==> src/rtl/brl_pkg.sv <==
// ----------------------------------------------------------------------------
// brl_pkg: shared types for the line rasterizer
// Holds the sequencer state type used by the rasterizer top level.
// ----------------------------------------------------------------------------
package brl_pkg;

   typedef enum logic [1:0] {
      BRL_IDLE,
      BRL_SETUP,
      BRL_EMIT
   } brl_state_type;

endpackage

==> src/rtl/brl_err_unit.sv <==
// ----------------------------------------------------------------------------
// brl_err_unit: error term update for one step along the major axis
// Subtracts twice the minor extent from the doubled error term and, when the
// result goes negative, flags a minor-axis step and adds back twice the major
// extent.
// ----------------------------------------------------------------------------
module brl_err_unit #(
   parameter int COORD_BITS = 6
) (
   input  logic signed [COORD_BITS+2:0] err,
   input  logic        [COORD_BITS:0]   dx2,
   input  logic        [COORD_BITS:0]   dy2,
   output logic signed [COORD_BITS+2:0] err_next,
   output logic                         step
);

   logic signed [COORD_BITS+2:0] diff;

   always_comb begin
      diff     = err - $signed({2'b00, dy2});
      step     = diff[COORD_BITS+2];
      err_next = step ? diff + $signed({2'b00, dx2}) : diff;
   end

endmodule

==> src/rtl/bresenham_line_rasterizer.sv <==
// ----------------------------------------------------------------------------
// bresenham_line_rasterizer: integer line stepping over a square tile
// Takes two endpoints per request and streams the pixels of the line.
// ----------------------------------------------------------------------------
// One request is taken while the block is idle; it then does setup in the
// SETUP state (axis swap for steep lines, endpoint ordering, extents) and
// emits the pixels from the EMIT state, holding whenever the result side
// stalls. The error-term unit is used once per emitted pixel. The final
// endpoint is not emitted. A line whose endpoints coincide yields one result
// with zero coordinates, tlast and tuser set. req_tready is high only while
// idle; the last result may still wait in the output register while the next
// request is taken.
module bresenham_line_rasterizer #(
   parameter int COORD_BITS = 6
) (
   input  logic                                   clock,
   input  logic                                   reset,
   input  logic                                   req_tvalid,
   output logic                                   req_tready,
   // start_x, start_y, end_x, end_y, zero fill
   input  logic [((4*COORD_BITS+7)/8)*8-1:0]      req_tdata,
   output logic                                   rsp_tvalid,
   input  logic                                   rsp_tready,
   // point_x, point_y, zero fill
   output logic [((2*COORD_BITS+7)/8)*8-1:0]      rsp_tdata,
   // last_point
   output logic                                   rsp_tlast,
   // no_point
   output logic                                   rsp_tuser
);

   localparam int CB     = COORD_BITS;
   localparam int OUT_W  = ((2*COORD_BITS+7)/8)*8;
   localparam int EB     = COORD_BITS + 3;

   brl_pkg::brl_state_type state_ff, state_in;

   logic [CB-1:0] ax_ff, ay_ff, bx_ff, by_ff;
   logic [CB-1:0] ax_in, ay_in, bx_in, by_in;
   logic [CB-1:0] x_ff, x_in, y_ff, y_in, xlast_ff, xlast_in;
   logic [CB:0]   dx2_ff, dx2_in, dy2_ff, dy2_in;
   logic signed [EB-1:0] err_ff, err_in;
   logic steep_ff, steep_in, ydown_ff, ydown_in, empty_ff, empty_in;

   logic              rsp_valid_ff, rsp_valid_in;
   logic [CB-1:0]     px_ff, px_in, py_ff, py_in;
   logic              last_ff, last_in, nop_ff, nop_in;

   logic signed [EB-1:0] err_next;
   logic                 err_step;

   // setup terms
   logic [CB-1:0] adx, ady;
   logic          steep_c;
   logic [CB-1:0] a_maj, a_min, b_maj, b_min;
   logic [CB-1:0] o_a_maj, o_a_min, o_b_maj, o_b_min;
   logic [CB-1:0] dx_c, dy_c;
   logic          out_free, is_last;

   brl_err_unit #(
      .COORD_BITS(COORD_BITS)
   ) u_err (
      .err      (err_ff),
      .dx2      (dx2_ff),
      .dy2      (dy2_ff),
      .err_next (err_next),
      .step     (err_step)
   );

   always_comb begin
      adx     = (bx_ff > ax_ff) ? bx_ff - ax_ff : ax_ff - bx_ff;
      ady     = (by_ff > ay_ff) ? by_ff - ay_ff : ay_ff - by_ff;
      steep_c = ady > adx;
      a_maj   = steep_c ? ay_ff : ax_ff;
      a_min   = steep_c ? ax_ff : ay_ff;
      b_maj   = steep_c ? by_ff : bx_ff;
      b_min   = steep_c ? bx_ff : by_ff;
      if (a_maj > b_maj) begin
         o_a_maj = b_maj;
         o_a_min = b_min;
         o_b_maj = a_maj;
         o_b_min = a_min;
      end else begin
         o_a_maj = a_maj;
         o_a_min = a_min;
         o_b_maj = b_maj;
         o_b_min = b_min;
      end
      dx_c = o_b_maj - o_a_maj;
      dy_c = (o_b_min > o_a_min) ? o_b_min - o_a_min : o_a_min - o_b_min;
   end

   always_comb begin
      state_in     = state_ff;
      ax_in        = ax_ff;
      ay_in        = ay_ff;
      bx_in        = bx_ff;
      by_in        = by_ff;
      x_in         = x_ff;
      y_in         = y_ff;
      xlast_in     = xlast_ff;
      dx2_in       = dx2_ff;
      dy2_in       = dy2_ff;
      err_in       = err_ff;
      steep_in     = steep_ff;
      ydown_in     = ydown_ff;
      empty_in     = empty_ff;
      px_in        = px_ff;
      py_in        = py_ff;
      last_in      = last_ff;
      nop_in       = nop_ff;
      out_free     = !rsp_valid_ff || rsp_tready;
      rsp_valid_in = rsp_valid_ff && !rsp_tready;
      is_last      = x_ff == xlast_ff;
      req_tready   = 1'b0;

      unique case (state_ff)
         brl_pkg::BRL_IDLE: begin
            req_tready = 1'b1;
            if (req_tvalid) begin
               ax_in    = req_tdata[CB-1:0];
               ay_in    = req_tdata[2*CB-1:CB];
               bx_in    = req_tdata[3*CB-1:2*CB];
               by_in    = req_tdata[4*CB-1:3*CB];
               state_in = brl_pkg::BRL_SETUP;
            end
         end
         brl_pkg::BRL_SETUP: begin
            x_in     = o_a_maj;
            y_in     = o_a_min;
            xlast_in = o_b_maj - {{(CB-1){1'b0}}, 1'b1};
            dx2_in   = {dx_c, 1'b0};
            dy2_in   = {dy_c, 1'b0};
            err_in   = $signed({3'b000, dx_c});
            steep_in = steep_c;
            ydown_in = !(o_a_min < o_b_min);
            empty_in = dx_c == '0;
            state_in = brl_pkg::BRL_EMIT;
         end
         brl_pkg::BRL_EMIT: begin
            if (out_free) begin
               rsp_valid_in = 1'b1;
               if (empty_ff) begin
                  px_in    = '0;
                  py_in    = '0;
                  last_in  = 1'b1;
                  nop_in   = 1'b1;
                  state_in = brl_pkg::BRL_IDLE;
               end else begin
                  px_in   = steep_ff ? y_ff : x_ff;
                  py_in   = steep_ff ? x_ff : y_ff;
                  last_in = is_last;
                  nop_in  = 1'b0;
                  x_in    = x_ff + {{(CB-1){1'b0}}, 1'b1};
                  err_in  = err_next;
                  if (err_step) begin
                     y_in = ydown_ff ? y_ff - {{(CB-1){1'b0}}, 1'b1}
                                     : y_ff + {{(CB-1){1'b0}}, 1'b1};
                  end
                  if (is_last) begin
                     state_in = brl_pkg::BRL_IDLE;
                  end
               end
            end
         end
         default: begin
            state_in = brl_pkg::BRL_IDLE;
         end
      endcase
   end

   always_ff @(posedge clock) begin
      if (reset) begin
         state_ff     <= brl_pkg::BRL_IDLE;
         rsp_valid_ff <= 1'b0;
      end else begin
         state_ff     <= state_in;
         rsp_valid_ff <= rsp_valid_in;
      end
   end

   always_ff @(posedge clock) begin
      ax_ff    <= ax_in;
      ay_ff    <= ay_in;
      bx_ff    <= bx_in;
      by_ff    <= by_in;
      x_ff     <= x_in;
      y_ff     <= y_in;
      xlast_ff <= xlast_in;
      dx2_ff   <= dx2_in;
      dy2_ff   <= dy2_in;
      err_ff   <= err_in;
      steep_ff <= steep_in;
      ydown_ff <= ydown_in;
      empty_ff <= empty_in;
      px_ff    <= px_in;
      py_ff    <= py_in;
      last_ff  <= last_in;
      nop_ff   <= nop_in;
   end

   assign rsp_tvalid = rsp_valid_ff;
   assign rsp_tdata  = {{(OUT_W-2*CB){1'b0}}, py_ff, px_ff};
   assign rsp_tlast  = last_ff;
   assign rsp_tuser  = nop_ff;

endmodule

==> config.mk <==
export PLATFORM = sky130hd
export DESIGN_NAME = bresenham_line_rasterizer
export DESIGN_NICKNAME = d
export VERILOG_FILES = /design/src/rtl/brl_pkg.sv /design/src/rtl/brl_err_unit.sv /design/src/rtl/bresenham_line_rasterizer.sv
export SDC_FILE = /design/constraint.sdc
export NUM_CORES = 1
export LEC_CHECK = 0
export ABC_AREA = 1
export BUFFER_PORTS_ARGS = -buffer_cell sky130_fd_sc_hd__buf_2
export CORE_AREA = 2 2 122 124
export CTS_BUF_LIST = sky130_fd_sc_hd__clkbuf_4 sky130_fd_sc_hd__clkbuf_8
export DETAILED_ROUTE_END_ITERATION = 8
export DIE_AREA = 0 0 124 126
export HOLD_SLACK_MARGIN = 0.15
export PLACE_DENSITY = 0.65
export REMOVE_ABC_BUFFERS = 1
export SLEW_MARGIN = 20
export SYNTH_ARGS = -nofsm -noshare
export SYNTH_HDL_FRONTEND = slang
export SYNTH_SLANG_ARGS = --single-unit
==> constraint.sdc <==
create_clock -name clock -period 14.8 [get_ports clock]
set_input_delay 2.96 -clock clock [delete_from_list [all_inputs] [get_ports clock]]
set_output_delay 2.96 -clock clock [all_outputs]
set_load 0.005 [all_outputs]
==> results of run 1 <==
## routing by layer
metal / wire [µm] / global-route usage, % / vias to the layer above / part of all wire, %
met5: 0 / 0 / - / 0
met4: 271 / 6.015 / 0 / 2.0
met3: 476 / 2.717 / 15 / 3.5
met2: 6349 / 30.93 / 95 / 47
met1: 6455 / 25.66 / 2257 / 48
li1: - / - / 2569 / -
## cells in the final DEF, fill, tap and decap left out, types with 7 or more instances in the layout
master / netlist / routed
fa_1: 9 / 9
o21ai_0: 68 / 67
clkbuf_8: 0 / 9
mux2i_1: 8 / 8
xor2_1: 17 / 17
xnor2_1: 16 / 16
edfxtp_1: 79 / 79
inv_1: 130 / 130
a21oi_1: 40 / 40
nor2_1: 31 / 30
nand2_2: 21 / 21
ha_1: 63 / 63
nand2_1: 139 / 139
nand3_1: 41 / 41
buf_2: 2 / 43
a211oi_1: 7 / 7
o21ai_1: 14 / 15
## cell type report
type                    count  area, µm²  area share (%)
multi-input cells         520       3339           48.31
flip-flops and latches     82       2432           35.19
repair buffers             47      245.2           3.548
well taps                 184      230.2           3.330
clock buffers              10      131.4           1.900
clock inverters             6      42.54          0.6154
inverters                 131      491.7           7.113
## cells by family after synthesis
kind of cell	after synthesis
simple gates	251
compound gates	151
buf+inv	151
flops	82
fa+ha+maj	72
xor+xnor	33
mux	9
other cells	1
## critical path: cells and delay by family, from the launching register on
family,cells,cell delay [ps]
AO/OA/AOI/OAI,9,2320
XOR/XNOR,2,240
adder cells (fa/ha/maj),5,1580
buffers and inverters,6,540
flip-flops,1,420
multiplexers,1,280
AND/OR/NAND/NOR,13,2190
## stage by stage
step	hold WS, ps	util, %	setup WS [ps]
floorplan	426.4	-	8081
global placement	433.5	47.08	7277
detailed placement	440.3	47.08	7084
CTS	462.8	48.30	7063
global route	478.9	48.30	6150
finish	459.2	48.30	6965
## how the worst max path moves through the flow
stage	slack (ps)	cells after the start	to	startpoint
detailed placement	7080	36	dy2_ff[6]	bx_ff[0]
CTS	7060	36	dy2_ff[6]	bx_ff[0]
floorplan	8080	36	dy2_ff[6]	bx_ff[0]
finish	6970	36	dy2_ff[6]	bx_ff[0]
global route	6150	36	dy2_ff[6]	bx_ff[0]
global placement	7280	36	dy2_ff[6]	bx_ff[0]
## Yosys cell counts, types with 2 or more instances
cell type and count:
nor4_1 2, inv_1 130, nand2_1 139, o21bai_1 4, buf_4 6, nand2_2 21, nor2_4 2, o21ai_1 14
dfxtp_1 3, o22ai_1 2, mux2i_1 8, nand2_4 2, a221oi_1 4, xnor2_1 16, edfxtp_1 79, ha_1 63
nor3_1 4, o21a_1 2, o211ai_1 2, and2_1 4, o21ai_0 68, a211oi_1 7, xor2_1 17, nand3_1 41
buf_2 2, a21oi_1 40, clkbuf_1 9, nor2_1 31, fa_1 9
==> results.cfg, run 1 <==
[outcome]
status = complete, no violations

[final_layout]
synthToLayoutAreaGrowth_pct = 8.632
stdcell_count = 980
antenna_cells = 0
final_nets = 891
nFillCells = 1419
drive_gt1_share_pct = 12.19
regMostFlops = err_ff
final_area_um2 = 6913
largest_register_ffs = 8

[worst_hold_path]
holdPathEnd = rsp_tuser
hp-class = flip-flop to flip-flop
hp-start = empty_ff
worstHoldPathCells = 0

[floorplanning]
design.die.area_um2 = 15620
start_util_pct = 44.46
die_h_um = 126
pin_count = 48
die_x_um = 124
core-area_um2 = 14310
rows = 44

[clock_network]
clk_pin_slew_worst_paths_ps = 90
cts.repair.resized = 0
ctsHoldBuffers = 0
clock_latency_ps = 380
clockRootBuffer = clkbuf_8
clock_sinks = 82
cts_tree = yes
cts_buffer_depth = 2
cts_max_level = 3
postCtsSetupRepairBufs = 0
cts-buffers-inserted = 9

[placed_design]
dpl_cell_area_um2 = 6739
gp_congestion = 0.8707
portBuffers = 43
dp_hpwl_mm = 10.75
place_inst = 964

[critical_path]
end_kind = flip-flop
rr_worst_depth = 36
path_class = flip-flop to flip-flop
reg2reg_to = dy2_ff[6]
crit_fanout = 47
critical_path.slowest_cell = o21ai_0
r2r_setup_slack_ps = 6970
worst_ep_required_time_ps = 14930
r2r_start = bx_ff[0]
start_kind = flip-flop
arrival_ps = 7960
critPathMaxStageDelay_ps = 570
crit_top_cell = inv_1

[global_routing]
antenna_found_initial = 0
grt_pass1_vias = 4747
grt_overflow = 0
grt_max_degree = 48
grt_usage_pct = 18.86
grt_pass1_wl_mm = 22.91

[yosys]
synth-xor-area-share_pct = 4.542
synth_area_leaders = edfxtp_1 37%, ha_1 12%, nand2_1 8.2%, inv_1 7.7%, o21ai_0 5.3%
yosysTopAreaCellShare_pct = 37.28
netlist_area_um2 = 6364
synth_edf_count = 79
yosysUniqueCellTypes = 48
async_flop_share_pct = 0
synthCells = 750
ys_ff_latch = 82
yosysTopAreaCell = edfxtp_1
ys_warn_count = 0
synth_top_family_by_area = simple AND/OR/NAND/NOR gates
synth_fa_ha_area_share_pct = 15.22
synth_area_per_cell_um2 = 8.485
synth-simple-area-share_pct = 17.75
muxShareOfSynthArea_pct = 1.435
synth_compound_area_share_pct = 13.17
ys.flop_type = edfxtp_1
seq_area_frac_synth_pct = 38.22

[timing]
hold_viol_final = 0
timing.fmax_mhz = 127.6
tightest_slew_ps = 768.6
relSlewSlack_pct = 48.63
setup_viol = 0
slew_viol_final = 0
fin_crit_sh_pct = 52.94
skew_ps = 13.49
period_needed_ps = 7835
fin_tns_setup_ps = 0
rsz0062_at_grt = no

[routing]
drt_iter0_drc = 344
avgRoutedWirePerCell_um = 13.83
viasPerCell = 5.037
drcViolationCount = 0
vias = 4936
antenna_left = 0
wl_mm = 13.55
dr.pass1.iters = 5

[flow_run]
maxCapViolCount = 0
Power of run 1 is left out: the tool's default activity adds up to more than one toggle a clock period on the data nets, which glitch-free logic cannot reach.
==> run 2: changes to the inputs <==
==> constraint.sdc (replaced) <==
create_clock -name clock -period 8.1 [get_ports clock]
set_input_delay 1.62 -clock clock [delete_from_list [all_inputs] [get_ports clock]]
set_output_delay 1.62 -clock clock [all_outputs]
set_load 0.005 [all_outputs]
==> results.cfg, run 2 (synthesis results as in run 1) <==
[clock_network]
cts_tree = yes
clock_latency_ps = 370
cts-buffers-inserted = 9
postCtsSetupRepairBufs = 0
clk_pin_slew_worst_paths_ps = 100
clockRootBuffer = clkbuf_8
cts_max_level = 3
clock_sinks = 82
cts_buffer_depth = 2

[timing]
relSlewSlack_pct = 47.15
holdWs_ps = 459.4
fin_tns_setup_ps = 0
slew_viol_final = 0
hold_viol_final = 0
skew_ps = 16.57
tightest_slew_ps = 790.8
timing.fmax_mhz = 137.9
rsz0062_at_grt = no
setup_viol = 0
period_needed_ps = 7249
fin_crit_sh_pct = 89.50

[placed_design]
gp_congestion = 0.8895
portBuffers = 43
dpl_cell_area_um2 = 6739
dp_hpwl_mm = 10.68

[floorplanning]
start_util_pct = 44.46
core-area_um2 = 14310
rows = 44
pin_count = 48
die_x_um = 124
die_h_um = 126
design.die.area_um2 = 15620

[final_layout]
drive_gt1_share_pct = 12.44
most-common-layout-cells = 139 x nand2_1, 130 x inv_1, 79 x edfxtp_1
final_util_pct = 48.49
final_area_um2 = 6940
antenna_cells = 0
synthToLayoutAreaGrowth_pct = 9.064
regMostFlops = err_ff
largest_register_ffs = 8
final_common_cell = nand2_1
final_nets = 891

[critical_path]
path_buf_inv = 5
crit_family = compound AO/OA/AOI/OAI gates
crit_fanout = 42
critical_path.slowest_cell = edfxtp_1
arrival_ps = 7370
worst_ep_required_time_ps = 8220
end_kind = flip-flop
path_class = flip-flop to flip-flop
critPathMaxStageDelay_ps = 420
start_kind = flip-flop

[global_routing]
antenna_found_initial = 0
grt_pass1_vias = 4850
grt_usage_pct = 18.67
grt_max_degree = 43
grt_pass1_wl_mm = 22.80
grt_overflow = 0

[routing]
avgRoutedWirePerCell_um = 13.76
viasPerCell = 4.998
drt_iter0_drc = 263
dr.pass1.iters = 4
vias = 4898
wl_mm = 13.49
drcViolationCount = 0
antenna_left = 0

[outcome]
status = complete, no violations

[worst_hold_path]
hp-class = flip-flop to flip-flop

[flow_run]
maxCapViolCount = 0
## run 2: cell types whose count changed in the layout (fill, tap and decap cells not counted), sizes merged
cell    previous run  this run
clkinv             3         2
inv              132       133
## run 2: cell type report
type	count	area [µm²]
clock buffer	10	131.4
clock inverter	6	50.05
fill	1392	7373
inverter	131	491.7
multi-input combinational	520	3359
sequential	82	2432
tap	184	230.2
timing repair buffer	47	245.2
## run 2: worst paths after layout
check        startpoint   endpoint  slack (ps)  cells after the start
min reg2reg    empty_ff  rsp_tuser         460                      0
min            empty_ff  rsp_tuser         460                      0
max            bx_ff[0]  dy2_ff[6]         850                     34
max reg2reg    bx_ff[0]  dy2_ff[6]         850                     34
## run 2: stage by stage
step	setup slack, ps	std cells
3_3_place_gp	870.1	964
2_1_floorplan	1381	733
3_5_place_dp	646.8	964
5_1_grt	79.72	980
6_report	850.6	980
4_1_cts	586.9	980
## run 2: worst register-to-register path: cells and delay by family (launching register included)
kind / cells / cell delay (ps)
buffers and inverters: 5 / 600
adders and majority gates: 5 / 1540
xor gates and xnor gates: 2 / 340
and+or+nand+nor: 10 / 1560
AOI/OAI and AO/OA: 11 / 2170
muxes: 1 / 360
DFF: 1 / 420
## run 2: per-layer routing
layer	vias up	global-route usage [%]	routed length [µm]
li1	2574	-	-
met1	2218	23.97	6317
met2	93	31.71	6443
met3	13	3.351	522
met4	0	5.948	202
met5	-	0	0
## run 2: repair_timing
item | CTS | global route
endpoints found under the setup margin | 0 | 2
hold buffers | 0 | 0
gates resized for setup | 0 | 3
Power of run 2 is left out for the same reason.
==> run 3: changes to the inputs <==
--- a/config.mk
+++ b/config.mk
@@ -12,7 +12,7 @@
 export DETAILED_ROUTE_END_ITERATION = 8
 export DIE_AREA = 0 0 124 126
 export HOLD_SLACK_MARGIN = 0.15
-export PLACE_DENSITY = 0.65
+export PLACE_DENSITY = 0.67
 export REMOVE_ABC_BUFFERS = 1
 export SLEW_MARGIN = 20
 export SYNTH_ARGS = -nofsm -noshare
==> constraint.sdc (replaced) <==
create_clock -name clock -period 6.49 [get_ports clock]
set_input_delay 1.298 -clock clock [delete_from_list [all_inputs] [get_ports clock]]
set_output_delay 1.298 -clock clock [all_outputs]
set_load 0.005 [all_outputs]
==> results.cfg, run 3 (synthesis results as in run 1) <==
[timing]
hold_viol_final = 0
setup_viol = 0
skew_ps = 13.46
relSlewSlack_pct = 46.07
period_needed_ps = 6105
fin_crit_sh_pct = 94.07
timing.fmax_mhz = 163.8
tightest_slew_ps = 807.0
slew_viol_final = 0

[final_layout]
synthToLayoutAreaGrowth_pct = 17.38
drive_gt1_share_pct = 20.14
final_common_cell = nand2_1
antenna_cells = 0
largest_register_ffs = 8
final_nets = 939
stdcell_count = 1028
final_util_pct = 52.19
regMostFlops = err_ff
most-common-layout-cells = 136 x nand2_1, 128 x inv_1, 79 x edfxtp_1

[routing]
avgRoutedWirePerCell_um = 14.24
antenna_left = 0
wl_mm = 14.64
vias = 5195
viasPerCell = 5.054
drcViolationCount = 0
dr.pass1.iters = 5
drt_iter0_drc = 250

[floorplanning]
start_util_pct = 44.46
die_h_um = 126
die_x_um = 124
design.die.area_um2 = 15620
core-area_um2 = 14310
rows = 44
pin_count = 48

[clock_network]
clock_sinks = 82
clockRootBuffer = clkbuf_8
clock_latency_ps = 380
cts_buffer_depth = 2
cts_max_level = 3
cts-buffers-inserted = 9
clk_pin_slew_worst_paths_ps = 90
cts_tree = yes

[worst_hold_path]
hp-class = flip-flop to flip-flop
worstHoldPathCells = 0
hp-start = empty_ff

[global_routing]
grt_usage_pct = 19.33
grt_overflow = 0
antenna_found_initial = 0
grt_max_degree = 25
grt_pass1_wl_mm = 23.38
grt_pass1_vias = 4945

[critical_path]
end_kind = flip-flop
path_class = flip-flop to flip-flop
critical_path.slowest_cell = edfxtp_1
start_kind = flip-flop
critPathMaxStageDelay_ps = 390
setup.worst_path.start = bx_ff[0]
r2r_start = bx_ff[0]
crit_fanout = 9
r2r_setup_slack_ps = 380
crit_top_cell = nand2_1
arrival_ps = 6240
rr_worst_depth = 39
worst_ep_required_time_ps = 6630

[outcome]
status = complete, no violations

[placed_design]
dp_hpwl_mm = 11.20
portBuffers = 43
place_inst = 999
gp_congestion = 0.9260

[flow_run]
maxCapViolCount = 0
run 3: cell count changes in the layout (fill, tap and decap cells not counted), sizes merged:
cell and delta:
clkinvlp -1, nand2 +3, clkinv +1, clkbuf +1
inv -2, buf +45, bufinv +1
run 3: cell type report:
type | instances | area, µm²
fill | 1343 | 6844
multi-input combinational | 523 | 3522
sequential | 82 | 2432
timing repair buffer | 92 | 598.1
inverter | 131 | 491.7
tap | 184 | 230.2
clock buffer | 11 | 138.9
clock inverter | 5 | 56.30
run 3: routing by layer:
layer	GRT usage (%)	share of wire (%)	vias up
met1	24.65	44	2362
met5	0	0	-
met4	6.279	1.8	0
met2	32.39	50	137
met3	4.257	4.2	22
li1	-	-	2674
run 3: worst paths after layout:
path / endpoint
setup / recovery: dy2_ff[6]
hold / removal: rsp_tuser
setup reg to reg: dy2_ff[6]
hold reg to reg: rsp_tuser
run 3: critical path: cells and delay by family, from the launching register on:
kind | cells | cell delay (ps)
buf+inv | 8 | 930
compound gates | 8 | 1190
xor+xnor | 2 | 190
mux | 1 | 210
fa+ha+maj | 5 | 1450
flops | 1 | 390
simple gates | 15 | 1490
run 3: timing repair:
item                                    CTS  global route
pin swaps                                 0            16
endpoints found under the hold margin     0             0
gates resized for setup                   3            45
buffers inserted                          0            10
hold buffers                              0             0
endpoints found under the setup margin    1             5
gates cloned                              0             3
run 3: stage by stage:
stage	setup TNS [ps]	worst slack (ps)	hold slack [ps]	area (µm²)
6_report	0	384.9	465.5	7470
3_3_place_gp	0	100.7	443.7	7002
4_1_cts	0	77.35	470.3	7204
3_5_place_dp	-91.63	-91.63	453.3	7002
5_1_grt	-113.7	-80.30	508.3	7470
2_1_floorplan	-358.4	-229.3	426.4	6256
Power of run 3 is left out for the same reason.
